`config.mk`:
```
export PLATFORM = sky130hd
export DESIGN_NAME = grid_edge_index_mapper_unit
export DESIGN_NICKNAME = d
export VERILOG_FILES = /design/src/rtl/gem_pkg.sv /design/src/rtl/gem_div.sv /design/src/rtl/grid_edge_index_mapper_unit.sv
export SDC_FILE = /design/constraint.sdc
export NUM_CORES = 2
export LEC_CHECK = 0
export ABC_AREA = 0
export BUFFER_PORTS_ARGS = -buffer_cell sky130_fd_sc_hd__clkbuf_2
export CAP_MARGIN = 10
export CELL_PAD_IN_SITES_DETAIL_PLACEMENT = 2
export CELL_PAD_IN_SITES_GLOBAL_PLACEMENT = 2
export CORE_MARGIN = 5
export CORE_UTILIZATION = 48
export CTS_CLUSTER_DIAMETER = 50
export DETAILED_ROUTE_END_ITERATION = 10
export GPL_TIMING_DRIVEN = 1
export HOLD_SLACK_MARGIN = 0.05
export PLACE_DENSITY_LB_ADDON = 0.3
export SLEW_MARGIN = 10
export SYNTH_ARGS = -nofsm -noshare
export SYNTH_HDL_FRONTEND = slang
export SYNTH_SLANG_ARGS = --single-unit
```
`constraint.sdc`:
```
create_clock -name clk_i -period 37 [get_ports clk_i]
set_clock_uncertainty 0.1 [all_clocks]
set_input_delay 7.4 -clock clk_i [delete_from_list [all_inputs] [get_ports clk_i]]
set_output_delay 7.4 -clock clk_i [all_outputs]
set_load 0.02 [all_outputs]
```
`src/rtl/gem_pkg.sv`:
```
// ----------------------------------------------------------------------------
// Grid edge mapper package
// Widths, codes, pipeline word type, division step and length clamp helpers.
// ----------------------------------------------------------------------------
package gem_pkg;

  localparam int LenW     = 9;
  localparam int CoordW   = 8;
  localparam int IdxW     = 26;
  localparam int CfgIdxW  = 2;
  localparam int MaxLen   = 256;
  localparam int ProdW    = 2 * LenW;
  localparam int NW       = 3 * LenW;
  localparam int AW       = NW + 2;
  localparam int DivW     = 28;
  localparam int DivSteps = 7;
  localparam int DivStages = DivW / DivSteps;

  localparam logic [CfgIdxW-1:0] CfgLenX = 2'd0;
  localparam logic [CfgIdxW-1:0] CfgLenY = 2'd1;
  localparam logic [CfgIdxW-1:0] CfgLenZ = 2'd2;

  localparam logic [1:0] OpEdgeToVtx = 2'd0;
  localparam logic [1:0] OpPairToEdge = 2'd1;
  localparam logic [1:0] OpIdxToCoord = 2'd2;
  localparam logic [1:0] OpCoordToIdx = 2'd3;

  localparam logic [1:0] StOk    = 2'd0;
  localparam logic [1:0] StNadj  = 2'd1;
  localparam logic [1:0] StRange = 2'd2;

  localparam logic [1:0] AxX    = 2'd0;
  localparam logic [1:0] AxY    = 2'd1;
  localparam logic [1:0] AxZ    = 2'd2;
  localparam logic [1:0] AxNone = 2'd3;

  typedef struct packed {
    logic [1:0]                   op;
    logic [1:0]                   st;
    logic [IdxW-1:0]              idx;
    logic [2:0][CoordW-1:0]       c;
    logic [1:0]                   ax;
    logic [2:0][LenW-1:0]         l;
    logic [LenW-1:0]              r1;
    logic [ProdW-1:0]             p01;
    logic [ProdW-1:0]             p02;
    logic [ProdW-1:0]             p12;
    logic [NW-1:0]                n;
    logic [NW-1:0]                e0;
    logic [NW-1:0]                e1;
    logic [NW-1:0]                e2;
    logic [AW-1:0]                e01;
    logic [AW-1:0]                etot;
    logic [AW-1:0]                acc;
    logic                         lt_n;
    logic                         lt_e0;
    logic                         lt_e01;
  } item_t;

  typedef struct packed {
    logic [LenW-1:0] rem;
    logic [DivW-1:0] word;
  } div_t;

  // Restoring division steps: dividend bits shift out at the top of word,
  // quotient bits shift in at the bottom.
  function automatic div_t div_steps(input div_t s, input logic [LenW-1:0] dsr);
    div_t          r;
    logic [LenW:0] tmp;
    r = s;
    for (int i = 0; i < DivSteps; i++) begin
      tmp    = {r.rem, r.word[DivW-1]};
      r.word = {r.word[DivW-2:0], 1'b0};
      if (tmp >= {1'b0, dsr}) begin
        tmp       = tmp - {1'b0, dsr};
        r.word[0] = 1'b1;
      end
      r.rem = tmp[LenW-1:0];
    end
    return r;
  endfunction

  function automatic logic [LenW-1:0] clamp_len(input logic [LenW-1:0] v);
    logic [LenW-1:0] r;
    r = v;
    if (v == '0) r = LenW'(1);
    else if (int'(v) > MaxLen) r = LenW'(MaxLen);
    return r;
  endfunction

endpackage

```
`src/rtl/gem_div.sv`:
```
// ----------------------------------------------------------------------------
// Pipelined divider
// Unsigned restoring division, seven quotient bits per stage, with a side
// word carried along; a full stage holds when the next is full and stalled.
// ----------------------------------------------------------------------------
module gem_div (
  input  logic                        clk_i,
  input  logic                        rst_ni,
  input  logic                        in_valid_i,
  output logic                        in_ready_o,
  input  logic [gem_pkg::DivW-1:0]    dividend_i,
  input  logic [gem_pkg::LenW-1:0]    divisor_i,
  input  gem_pkg::item_t              pay_i,
  output logic                        out_valid_o,
  input  logic                        out_ready_i,
  output logic [gem_pkg::DivW-1:0]    quot_o,
  output logic [gem_pkg::LenW-1:0]    rem_o,
  output gem_pkg::item_t              pay_o
);
  import gem_pkg::*;

  logic [DivStages-1:0] v_q;
  logic [DivStages:0]   en;
  div_t                 st_q  [DivStages];
  logic [LenW-1:0]      dsr_q [DivStages];
  item_t                pay_q [DivStages];

  assign en[DivStages] = out_ready_i;
  assign in_ready_o    = en[0];

  for (genvar k = 0; k < DivStages; k++) begin : g_stage
    assign en[k] = !v_q[k] || en[k+1];
    if (k == 0) begin : g_first
      div_t start;
      assign start.rem  = '0;
      assign start.word = dividend_i;
      always_ff @(posedge clk_i or negedge rst_ni) begin
        if (!rst_ni) v_q[k] <= 1'b0;
        else if (en[k]) v_q[k] <= in_valid_i;
      end
      always_ff @(posedge clk_i) begin
        if (en[k]) begin
          st_q[k]  <= div_steps(start, divisor_i);
          dsr_q[k] <= divisor_i;
          pay_q[k] <= pay_i;
        end
      end
    end else begin : g_next
      always_ff @(posedge clk_i or negedge rst_ni) begin
        if (!rst_ni) v_q[k] <= 1'b0;
        else if (en[k]) v_q[k] <= v_q[k-1];
      end
      always_ff @(posedge clk_i) begin
        if (en[k]) begin
          st_q[k]  <= div_steps(st_q[k-1], dsr_q[k-1]);
          dsr_q[k] <= dsr_q[k-1];
          pay_q[k] <= pay_q[k-1];
        end
      end
    end
  end

  assign out_valid_o = v_q[DivStages-1];
  assign quot_o      = st_q[DivStages-1].word;
  assign rem_o       = st_q[DivStages-1].rem;
  assign pay_o       = pay_q[DivStages-1];

endmodule

```
`src/rtl/grid_edge_index_mapper_unit.sv`:
```
// ----------------------------------------------------------------------------
// Grid edge index mapper
// Address unit for a 3D voxel grid graph: edge index to vertices, vertex
// pair to edge index, vertex index to coordinates and back.
// ----------------------------------------------------------------------------
// Usage:
//   Write len_x, len_y, len_z (index 0..2) on the cfg port while no word is
//   in flight; each axis length is saturated to 1..256. Reset sets all three
//   to 256.
//   Query words enter on the in channel (valid/ready) and results leave on
//   the out channel (valid/ready), one result per query, in order.
//   From the accepting edge to out_valid_o a word passes through the input
//   register, five setup stages (products, edge counts, bin select), two
//   dividers of four stages each for the mixed-radix decode, and the output
//   register.
//   The unit takes one word per cycle unless stalled; every stage is a
//   register with its own valid bit, so a stalled receiver holds only the
//   stages that are full and bubbles still close up behind it. in_ready_o
//   drops once the receiver stalls and every stage up to the input is full.
//   Reset empties the pipeline; out_valid_o is low until a word drains out.
//   Status 2 flags an index or coordinate out of range, status 1 a vertex
//   pair that is not adjacent; with a nonzero status all other fields are 0.
// ----------------------------------------------------------------------------
module grid_edge_index_mapper_unit (
  input  logic                            clk_i,
  input  logic                            rst_ni,
  input  logic                            cfg_we_i,
  input  logic [gem_pkg::CfgIdxW-1:0]     cfg_idx_i,
  input  logic [gem_pkg::LenW-1:0]        cfg_data_i,
  input  logic                            in_valid_i,
  output logic                            in_ready_o,
  input  logic [1:0]                      req_type_i,
  input  logic [gem_pkg::IdxW-1:0]        index_in_i,
  input  logic [gem_pkg::CoordW-1:0]      a_x_i,
  input  logic [gem_pkg::CoordW-1:0]      a_y_i,
  input  logic [gem_pkg::CoordW-1:0]      a_z_i,
  input  logic [gem_pkg::CoordW-1:0]      b_x_i,
  input  logic [gem_pkg::CoordW-1:0]      b_y_i,
  input  logic [gem_pkg::CoordW-1:0]      b_z_i,
  output logic                            out_valid_o,
  input  logic                            out_ready_i,
  output logic [gem_pkg::IdxW-1:0]        index_out_o,
  output logic [gem_pkg::CoordW-1:0]      src_x_o,
  output logic [gem_pkg::CoordW-1:0]      src_y_o,
  output logic [gem_pkg::CoordW-1:0]      src_z_o,
  output logic [gem_pkg::CoordW-1:0]      tgt_x_o,
  output logic [gem_pkg::CoordW-1:0]      tgt_y_o,
  output logic [gem_pkg::CoordW-1:0]      tgt_z_o,
  output logic [1:0]                      axis_o,
  output logic [1:0]                      status_o
);
  import gem_pkg::*;

  typedef struct packed {
    logic [1:0]             op;
    logic [IdxW-1:0]        idx;
    logic [2:0][CoordW-1:0] a;
    logic [2:0][CoordW-1:0] b;
  } in_t;

  // configuration
  logic [LenW-1:0] len_q [3];

  always_ff @(posedge clk_i or negedge rst_ni) begin
    if (!rst_ni) begin
      len_q[0] <= LenW'(256);
      len_q[1] <= LenW'(256);
      len_q[2] <= LenW'(256);
    end else if (cfg_we_i) begin
      case (cfg_idx_i)
        CfgLenX: len_q[0] <= cfg_data_i;
        CfgLenY: len_q[1] <= cfg_data_i;
        CfgLenZ: len_q[2] <= cfg_data_i;
        default: ;
      endcase
    end
  end

  // stage valids and enables
  logic       v1_q, v2_q, v3_q, v4_q, v5_q, v6_q;
  logic       en1, en2, en3, en4, en5, en6;
  logic       diva_ready, diva_valid, divb_ready, divb_valid;
  logic       ov_q, en_out;
  in_t        in1_q;
  item_t      it2_d, it2_q, it3_d, it3_q, it4_d, it4_q, it5_d, it5_q, it6_d, it6_q;
  item_t      diva_pay_d, diva_pay, divb_pay_d, divb_pay;
  logic [DivW-1:0] diva_dvd, diva_quot, divb_quot;
  logic [LenW-1:0] diva_dsr, diva_rem, divb_rem;

  assign en_out     = !ov_q || out_ready_i;
  assign en6        = !v6_q || diva_ready;
  assign en5        = !v5_q || en6;
  assign en4        = !v4_q || en5;
  assign en3        = !v3_q || en4;
  assign en2        = !v2_q || en3;
  assign en1        = !v1_q || en2;
  assign in_ready_o = en1;

  always_ff @(posedge clk_i or negedge rst_ni) begin
    if (!rst_ni) begin
      v1_q <= 1'b0;
      v2_q <= 1'b0;
      v3_q <= 1'b0;
      v4_q <= 1'b0;
      v5_q <= 1'b0;
      v6_q <= 1'b0;
      ov_q <= 1'b0;
    end else begin
      if (en1)    v1_q <= in_valid_i;
      if (en2)    v2_q <= v1_q;
      if (en3)    v3_q <= v2_q;
      if (en4)    v4_q <= v3_q;
      if (en5)    v5_q <= v4_q;
      if (en6)    v6_q <= v5_q;
      if (en_out) ov_q <= divb_valid;
    end
  end

  always_ff @(posedge clk_i) begin
    if (en1) begin
      in1_q.op  <= req_type_i;
      in1_q.idx <= index_in_i;
      in1_q.a   <= {a_z_i, a_y_i, a_x_i};
      in1_q.b   <= {b_z_i, b_y_i, b_x_i};
    end
    if (en2) it2_q <= it2_d;
    if (en3) it3_q <= it3_d;
    if (en4) it4_q <= it4_d;
    if (en5) it5_q <= it5_d;
    if (en6) it6_q <= it6_d;
  end

  // stage 1: clamp lengths, range and adjacency checks, pair products
  logic [2:0][LenW-1:0]   l1;
  logic [2:0][CoordW-1:0] df, smin;
  logic [2:0]             nz, one;
  logic                   rng_a, rng_b, adj;
  logic [1:0]             ax1;

  always_comb begin
    rng_a = 1'b0;
    rng_b = 1'b0;
    for (int d = 0; d < 3; d++) begin
      l1[d]   = clamp_len(len_q[d]);
      if ({1'b0, in1_q.a[d]} >= l1[d]) rng_a = 1'b1;
      if ({1'b0, in1_q.b[d]} >= l1[d]) rng_b = 1'b1;
      df[d]   = (in1_q.a[d] > in1_q.b[d]) ? in1_q.a[d] - in1_q.b[d]
                                          : in1_q.b[d] - in1_q.a[d];
      smin[d] = (in1_q.a[d] > in1_q.b[d]) ? in1_q.b[d] : in1_q.a[d];
      nz[d]   = df[d] != '0;
      one[d]  = df[d] == CoordW'(1);
    end
    // Manhattan distance one: a single axis differs, by one
    adj = (nz == 3'b001 && one[0]) || (nz == 3'b010 && one[1]) ||
          (nz == 3'b100 && one[2]);
    ax1 = nz[2] ? AxZ : (nz[1] ? AxY : AxX);

    it2_d     = '0;
    it2_d.op  = in1_q.op;
    it2_d.idx = in1_q.idx;
    it2_d.l   = l1;
    it2_d.p01 = ProdW'(l1[0]) * ProdW'(l1[1]);
    it2_d.p02 = ProdW'(l1[0]) * ProdW'(l1[2]);
    it2_d.p12 = ProdW'(l1[1]) * ProdW'(l1[2]);
    it2_d.st  = StOk;
    it2_d.c   = in1_q.a;
    it2_d.ax  = AxX;
    case (in1_q.op)
      OpPairToEdge: begin
        it2_d.c  = smin;
        it2_d.ax = ax1;
        if (rng_a || rng_b) it2_d.st = StRange;
        else if (!adj) it2_d.st = StNadj;
      end
      OpCoordToIdx: begin
        if (rng_a) it2_d.st = StRange;
      end
      default: ;
    endcase
  end

  // stage 2: vertex count, inner mixed-radix term
  logic [LenW-1:0] mr_r1, mr_r0;

  always_comb begin
    it3_d     = it2_q;
    mr_r1     = it2_q.l[1];
    if (it2_q.op == OpPairToEdge && it2_q.ax == AxY) mr_r1 = it2_q.l[1] - LenW'(1);
    it3_d.n   = NW'(it2_q.p01) * NW'(it2_q.l[2]);
    it3_d.acc = AW'(mr_r1) * AW'(it2_q.c[2]) + AW'(it2_q.c[1]);
  end

  // stage 3: edge counts per axis, outer mixed-radix term
  always_comb begin
    it4_d      = it3_q;
    mr_r0      = it3_q.l[0];
    if (it3_q.op == OpPairToEdge && it3_q.ax == AxX) mr_r0 = it3_q.l[0] - LenW'(1);
    it4_d.e0   = it3_q.n - NW'(it3_q.p12);
    it4_d.e1   = it3_q.n - NW'(it3_q.p02);
    it4_d.e2   = it3_q.n - NW'(it3_q.p01);
    it4_d.acc  = AW'(mr_r0) * it3_q.acc + AW'(it3_q.c[0]);
    it4_d.lt_n = NW'(it3_q.idx) < it3_q.n;
  end

  // stage 4: first bin boundary
  always_comb begin
    it5_d       = it4_q;
    it5_d.e01   = AW'(it4_q.e0) + AW'(it4_q.e1);
    it5_d.lt_e0 = NW'(it4_q.idx) < it4_q.e0;
  end

  // stage 5: total edge count, bin base for the pair query
  always_comb begin
    it6_d        = it5_q;
    it6_d.etot   = it5_q.e01 + AW'(it5_q.e2);
    it6_d.lt_e01 = AW'(it5_q.idx) < it5_q.e01;
    if (it5_q.op == OpPairToEdge) begin
      case (it5_q.ax)
        AxY:     it6_d.acc = it5_q.acc + AW'(it5_q.e0);
        AxZ:     it6_d.acc = it5_q.acc + it5_q.e01;
        default: it6_d.acc = it5_q.acc;
      endcase
    end
  end

  // stage 6: pick the bin, offset and radices for the decode
  logic [AW-1:0]   off, base;
  logic [1:0]      red, axe;
  logic [LenW-1:0] dr0, dr1;

  always_comb begin
    diva_pay_d = it6_q;
    off        = '0;
    base       = '0;
    red        = AxNone;
    axe        = it6_q.lt_e0 ? AxX : (it6_q.lt_e01 ? AxY : AxZ);
    case (axe)
      AxY:     base = AW'(it6_q.e0);
      AxZ:     base = it6_q.e01;
      default: base = '0;
    endcase
    case (it6_q.op)
      OpEdgeToVtx: begin
        if (!(AW'(it6_q.idx) < it6_q.etot)) diva_pay_d.st = StRange;
        diva_pay_d.ax = axe;
        red           = axe;
        off           = AW'(it6_q.idx) - base;
      end
      OpIdxToCoord: begin
        if (!it6_q.lt_n) diva_pay_d.st = StRange;
        off = AW'(it6_q.idx);
      end
      default: ;
    endcase
    dr0 = it6_q.l[0];
    dr1 = it6_q.l[1];
    if (red == AxX) dr0 = it6_q.l[0] - LenW'(1);
    if (red == AxY) dr1 = it6_q.l[1] - LenW'(1);
    if (dr0 == '0) dr0 = LenW'(1);
    if (dr1 == '0) dr1 = LenW'(1);
    diva_pay_d.r1 = dr1;
    diva_dvd      = DivW'(off);
    diva_dsr      = dr0;
  end

  gem_div u_diva (
    .clk_i       (clk_i),
    .rst_ni      (rst_ni),
    .in_valid_i  (v6_q),
    .in_ready_o  (diva_ready),
    .dividend_i  (diva_dvd),
    .divisor_i   (diva_dsr),
    .pay_i       (diva_pay_d),
    .out_valid_o (diva_valid),
    .out_ready_i (divb_ready),
    .quot_o      (diva_quot),
    .rem_o       (diva_rem),
    .pay_o       (diva_pay)
  );

  always_comb begin
    divb_pay_d      = diva_pay;
    divb_pay_d.c[0] = diva_rem[CoordW-1:0];
  end

  gem_div u_divb (
    .clk_i       (clk_i),
    .rst_ni      (rst_ni),
    .in_valid_i  (diva_valid),
    .in_ready_o  (divb_ready),
    .dividend_i  (diva_quot),
    .divisor_i   (diva_pay.r1),
    .pay_i       (divb_pay_d),
    .out_valid_o (divb_valid),
    .out_ready_i (en_out),
    .quot_o      (divb_quot),
    .rem_o       (divb_rem),
    .pay_o       (divb_pay)
  );

  // output register
  logic [IdxW-1:0]        idx_d, idx_q;
  logic [2:0][CoordW-1:0] src_d, src_q, tgt_d, tgt_q, dec;
  logic [1:0]             ax_d, ax_q, st_d, st_q;

  always_comb begin
    dec   = {divb_quot[CoordW-1:0], divb_rem[CoordW-1:0], divb_pay.c[0]};
    idx_d = '0;
    src_d = '0;
    tgt_d = '0;
    ax_d  = '0;
    st_d  = divb_pay.st;
    if (divb_pay.st == StOk) begin
      case (divb_pay.op)
        OpEdgeToVtx: begin
          src_d = dec;
          tgt_d = dec;
          ax_d  = divb_pay.ax;
          case (divb_pay.ax)
            AxY:     tgt_d[1] = dec[1] + CoordW'(1);
            AxZ:     tgt_d[2] = dec[2] + CoordW'(1);
            default: tgt_d[0] = dec[0] + CoordW'(1);
          endcase
        end
        OpPairToEdge: begin
          idx_d = divb_pay.acc[IdxW-1:0];
          ax_d  = divb_pay.ax;
        end
        OpIdxToCoord: src_d = dec;
        default:      idx_d = divb_pay.acc[IdxW-1:0];
      endcase
    end
  end

  always_ff @(posedge clk_i) begin
    if (en_out) begin
      idx_q <= idx_d;
      src_q <= src_d;
      tgt_q <= tgt_d;
      ax_q  <= ax_d;
      st_q  <= st_d;
    end
  end

  assign out_valid_o = ov_q;
  assign index_out_o = idx_q;
  assign src_x_o     = src_q[0];
  assign src_y_o     = src_q[1];
  assign src_z_o     = src_q[2];
  assign tgt_x_o     = tgt_q[0];
  assign tgt_y_o     = tgt_q[1];
  assign tgt_z_o     = tgt_q[2];
  assign axis_o      = ax_q;
  assign status_o    = st_q;

endmodule

```
Yosys cells after proc, flatten, opt, wreduce, memory -nomap -nowiden:

Memories as Yosys holds them, arrays and structs flattened.
Index checks and enable logic that the tools add are counted.

* register bits: 1441
* bits in writable memories: 3120
* input port bits: 92
* output and inout port bits: 80
* memories kept: 6

Memories
* u_diva.pay_q: depth 4, width 344, rd ports 4, clocked after memory_dff 0, write ports 4, RTL line gem_div.sv:26 `item_t pay_q [DivStages];`
* u_divb.pay_q: depth 4, width 344, rd ports 4, clocked after memory_dff 0, write ports 4, RTL line gem_div.sv:26
* u_diva.st_q: depth 4, width 37, rd ports 4, clocked after memory_dff 0, write ports 4, RTL line gem_div.sv:24 `div_t st_q [DivStages];`
* u_divb.st_q: depth 4, width 37, rd ports 4, clocked after memory_dff 0, write ports 4, RTL line gem_div.sv:24
* u_diva.dsr_q: depth 4, width 9, rd ports 3, clocked after memory_dff 0, write ports 4, RTL line gem_div.sv:25 `logic [LenW-1:0] dsr_q [DivStages];`
* u_divb.dsr_q: depth 4, width 9, rd ports 3, clocked after memory_dff 0, write ports 4, RTL line gem_div.sv:25

* add/subtract/negate cells: 79
* $mul: 6
* order comparisons: 72
* equality and inequality tests: 24
* mux-type cells: 285
* bitwise operators: 2
* reductions and logical operators: 63

Operators with widths (count)
* 2-to-1 mux 9 bit: 124
* >= comparator 10 x 9 -> 1 bit: 54
* subtractor 9 bit: 54
* 2-to-1 mux 1 bit: 136
* case mux 28 bit (2 select lines): 2
* subtractor 27 x 18 -> 27 bit: 3
* 2-to-1 mux 8 bit: 9
* adder 29 x 27 -> 29 bit: 2
* less-than comparator 26 x 29 -> 1 bit: 2
* case mux 29 bit (2 select lines): 1
* >= comparator 8 x 9 -> 1 bit: 6
* less-than comparator 26 x 27 -> 1 bit: 2
* multiplier 9 x 9 -> 18 bit: 3
* subtractor 8 bit: 6
* zero test 9 bit: 5
* subtractor 9 x 1 -> 9 bit, second input constant: 4
* adder 29 bit: 1
* adder 29 x 8 -> 29 bit: 1
* multiplier 9 x 29 -> 29 bit: 1
* 2-to-1 mux 29 bit: 1
* adder 27 x 27 -> 28 bit: 1
* subtractor 26 x 28 -> 28 bit: 1
* > comparator 9 bit, second input constant: 3
* multiplier 18 x 9 -> 27 bit: 1
* other kinds (24): 108

Longest topological paths before layout:

* depth in word-level cells: 29
* mapped depth: 84

Hierarchy:

A second synthesis with hierarchy kept.

* cells, all modules: 13142
* area, all modules: 200459.8 µm²

Modules (own cells, without submodules)
* grid_edge_index_mapper_unit: times used 1, cells an instance 6335, area each 80003.0 µm², sequential area each 42474.5 µm²
* gem_div (u_diva): times used 1, cells an instance 3416, area each 60350.4 µm², sequential area each 46674.8 µm²
* gem_div (u_divb): times used 1, cells an instance 3391, area each 60106.4 µm², sequential area each 46674.8 µm²

Worst setup path after synthesis:

No wires, ideal clock.

* kind: input to output
* start point: in out_ready_i
* end point: out in_ready_o
* arrival: 17.122 ns
* slack: 12.378 ns
* stages on the path: 9
* path buffers: 0
* cells stage by stage: nor2b_1 nand2_1 nor2_1 and2_1 and3_1 and2_1 nand3_1 nor2_1 nand4_1

* longest elaborated chain between the ends: 15

Ends and longest elaborated chain
* start, declared: RTL line grid_edge_index_mapper_unit.sv:41 `input logic out_ready_i,`
* logical OR 1 bit: RTL line grid_edge_index_mapper_unit.sv:90 `assign en_out = !ov_q || out_ready_i;`
* logical OR 1 bit: RTL line gem_div.sv:32 `assign en[k] = !v_q[k] || en[k+1];`
* named net u_divb.en[3]: RTL line gem_div.sv:23 `logic [DivStages:0] en;`
* logical OR 1 bit (7 in series): RTL line gem_div.sv:32
* logical OR 1 bit: RTL line grid_edge_index_mapper_unit.sv:91 `assign en6 = !v6_q || diva_ready;`
* logical OR 1 bit: RTL line grid_edge_index_mapper_unit.sv:92 `assign en5 = !v5_q || en6;`
* named net en5: RTL line grid_edge_index_mapper_unit.sv:81 `logic en1, en2, en3, en4, en5, en6;`
* logical OR 1 bit: RTL line grid_edge_index_mapper_unit.sv:93 `assign en4 = !v4_q || en5;`
* logical OR 1 bit: RTL line grid_edge_index_mapper_unit.sv:94 `assign en3 = !v3_q || en4;`
* logical OR 1 bit: RTL line grid_edge_index_mapper_unit.sv:95 `assign en2 = !v2_q || en3;`
* logical OR 1 bit: RTL line grid_edge_index_mapper_unit.sv:96 `assign en1 = !v1_q || en2;`
* end, declared: RTL line grid_edge_index_mapper_unit.sv:31 `output logic in_ready_o,`

The timed path passes the listed nets, and every way through them passes these cells.

==> out/metrics.cfg <==
[outcome]
status=finished clean

[clock_network]
clk_pin_slew_ns=0.07
htreeDepth=4
clk_root_buffer_cell=clkbuf_16
clk_latency_ns=0.91
cts_resized=0
post_cts_buffers=0
clkSinkCount=1582
cts_tree=done
cts_buffer_depth=3
cts_hold_buf=0
cts-buffers-inserted=211

[floorplan]
row_count=175
dieWidth_um=489
initial_core_util=0.483
die_h_um=489
num_io_pins=172
dieArea_mm2=0.239
core_mm2=0.228

[sta]
max_freq_mhz=44.5
relSlewSlack=0.106
setup-tns-final_ns=0
worst_pin_slew_ns=1.34
hold_violations=0
finalMaxSlewViolations=0
setup_violations=0
min_period_ns=22.45
rsz0062_at_grt=no
hold_ws_ns=0.293
min_period_over_period=0.607

[worst_setup_path]
arrival_ns=22.96
r2r-start=diva_pay_d[0]
cpMostUsedCell=o21ai_0
rrSetupSlack_ns=14.55
cp_top_family=compound AO/OA/AOI/OAI gates
cp_slowest_stage_delay_ns=0.58
path_max_fanout=29
crit_start=diva_pay_d[0]
end_kind=register
startpoint_type=register
cp_slowest_cell=o21a_1
required_ns=37.51
criticalPathCategory=reg -> reg
path_buf_inv=8

[job]
maxCapViolCount=0

[global_route]
grt_pass1_vias=98500
grt_max_degree=86
grt_use_total=0.378
grt_antenna_before_repair=19
overflow=0
grt_pass1_wl_um=675000

[detailed_routing]
num_vias=85000
ant_nets=0
drtIter0Drc=6947
routed_wl_um=458000
drc=0
post_drt_wl_per_cell_um=34.4
first_pass_iters=6
vias_per_cell=6.40

[placed_design]
hpwl_um=302000
gp_congestion=0.882
io_buffers=171

[logic_synthesis]
syn_inst=9811
synth_nets=11500
synthFlopType=edfxtp_1
synth.avg_cell_area_um2=11.2
synth_edf_count=1540
synth-warning-count=0
synth-seq-area-share=0.430
yosys_register_bits=1582
synthArstFlopShare=0.0265
synth_cell_type_count=119
netlist_area_mm2=0.110

[hold_path]
min_path_type=reg -> reg
hold_start=it4_q[25]

[final_layout]
nFillCells=21900
nNetsFinal=11800
synthToLayoutAreaGrowth_pct=10.6
regArea_mm2=0.0473
mostFrequentLayoutCells=1540 x edfxtp_1, 1137 x inv_1, 1124 x ha_1
layout_commonest_cell=edfxtp_1
drive_gt1_frac=0.102
post-route-util=0.535
multiInputGateArea_mm2=0.0579

worst reg2reg max path: cells and delay by family, from the launching register on:
family	cells	cell delay, ns
buf+inv	8	1.74
flops	1	0.36
simple gates	22	4.00
compound gates	33	10.10
fa+ha+maj	8	2.88
mux	9	2.95
worst paths after layout:
| check | end | depth (start not counted) |
|---|---|---|
| worst max register to register | u_diva.st_q[0][34] | 80 |
| worst min-delay path | it5_q[25] | 0 |
| min in group asynchronous | len_q[11] | 2 |
| max in group asynchronous | v5_q | 2 |
| worst min register to register | it5_q[25] | 0 |
| worst max-delay path | u_diva.st_q[0][34] | 80 |
registers in the layout, summed over array words and instances (netlist names), 24 cells and up:
signal        count
diva_pay_d      159
it2_q           137
len_q            27
it3_q           157
u_diva.st_q     147
u_divb.dsr_q     24
it5_q           160
index_out_o      26
u_diva.pay_q    164
in1_q            76
it4_q           158
u_divb.st_q      86
u_diva.dsr_q     27
u_divb.pay_q    163
Yosys cell counts (122+ instances only):
master    count  area share
a21o_1      310       0.021
a21oi_1     451       0.021
and2_1      209       0.012
clkbuf_1    122      0.0042
edfxtp_1   1540        0.42
fa_1        496       0.090
ha_1       1124        0.13
inv_1      1143       0.039
mux2_2      299       0.031
nand2_1     739       0.025
nand2b_1    163      0.0093
nor2_1      575       0.020
nor2b_1     194       0.011
o21ai_0     446       0.020
xnor2_1     396       0.032
xor2_1      201       0.016
metal layers:
layer | wire (um) | share of wire | GRT usage
met4 | 39300 | 0.086 | 0.269
met2 | 232000 | 0.51 | 0.677
met1 | 160000 | 0.35 | 0.400
met3 | 25900 | 0.057 | 0.0668
met5 | 154 | 0.00034 | 0
cells by family (layout without fill, tap and decap cells):
| kind of cell | count (synthesis) | after routing | share of synthesized area |
|---|---|---|---|
| DFF | 1582 | 1582 | 0.430 |
| buffers and inverters | 1331 | 1786 | 0.0459 |
| and+or+nand+nor | 2486 | 2486 | 0.111 |
| AOI/OAI and AO/OA | 1760 | 1760 | 0.104 |
| other | 0 | 6 | 0 |
| adders and majority gates | 1620 | 1620 | 0.218 |
| muxes | 433 | 433 | 0.0438 |
| xor gates and xnor gates | 599 | 599 | 0.0478 |
per-stage QoR:
step                worst slack, ns  cell area, um2  cells
floorplan                     12.38          110000   9811
global placement              18.14          115000  12900
detailed placement            17.00          115000  12900
CTS                           15.19          122000  13300
global route                  14.08          122000  13300
finish                        14.55          122000  13300
cell type report:
| class | instances | area share |
|---|---|---|
| clock inverters | 152 | 0.0137 |
| well taps | 3009 | 0.0309 |
| multi-input cells | 6898 | 0.475 |
| repair buffers | 230 | 0.0107 |
| diodes | 6 | 0.000123 |
| inverters | 1160 | 0.0359 |
| flip-flops and latches | 1582 | 0.388 |
| clock buffers | 244 | 0.0451 |
Power is left out: the tool's default activity adds up to more than one toggle a clock period on the data nets, which glitch-free logic cannot reach.
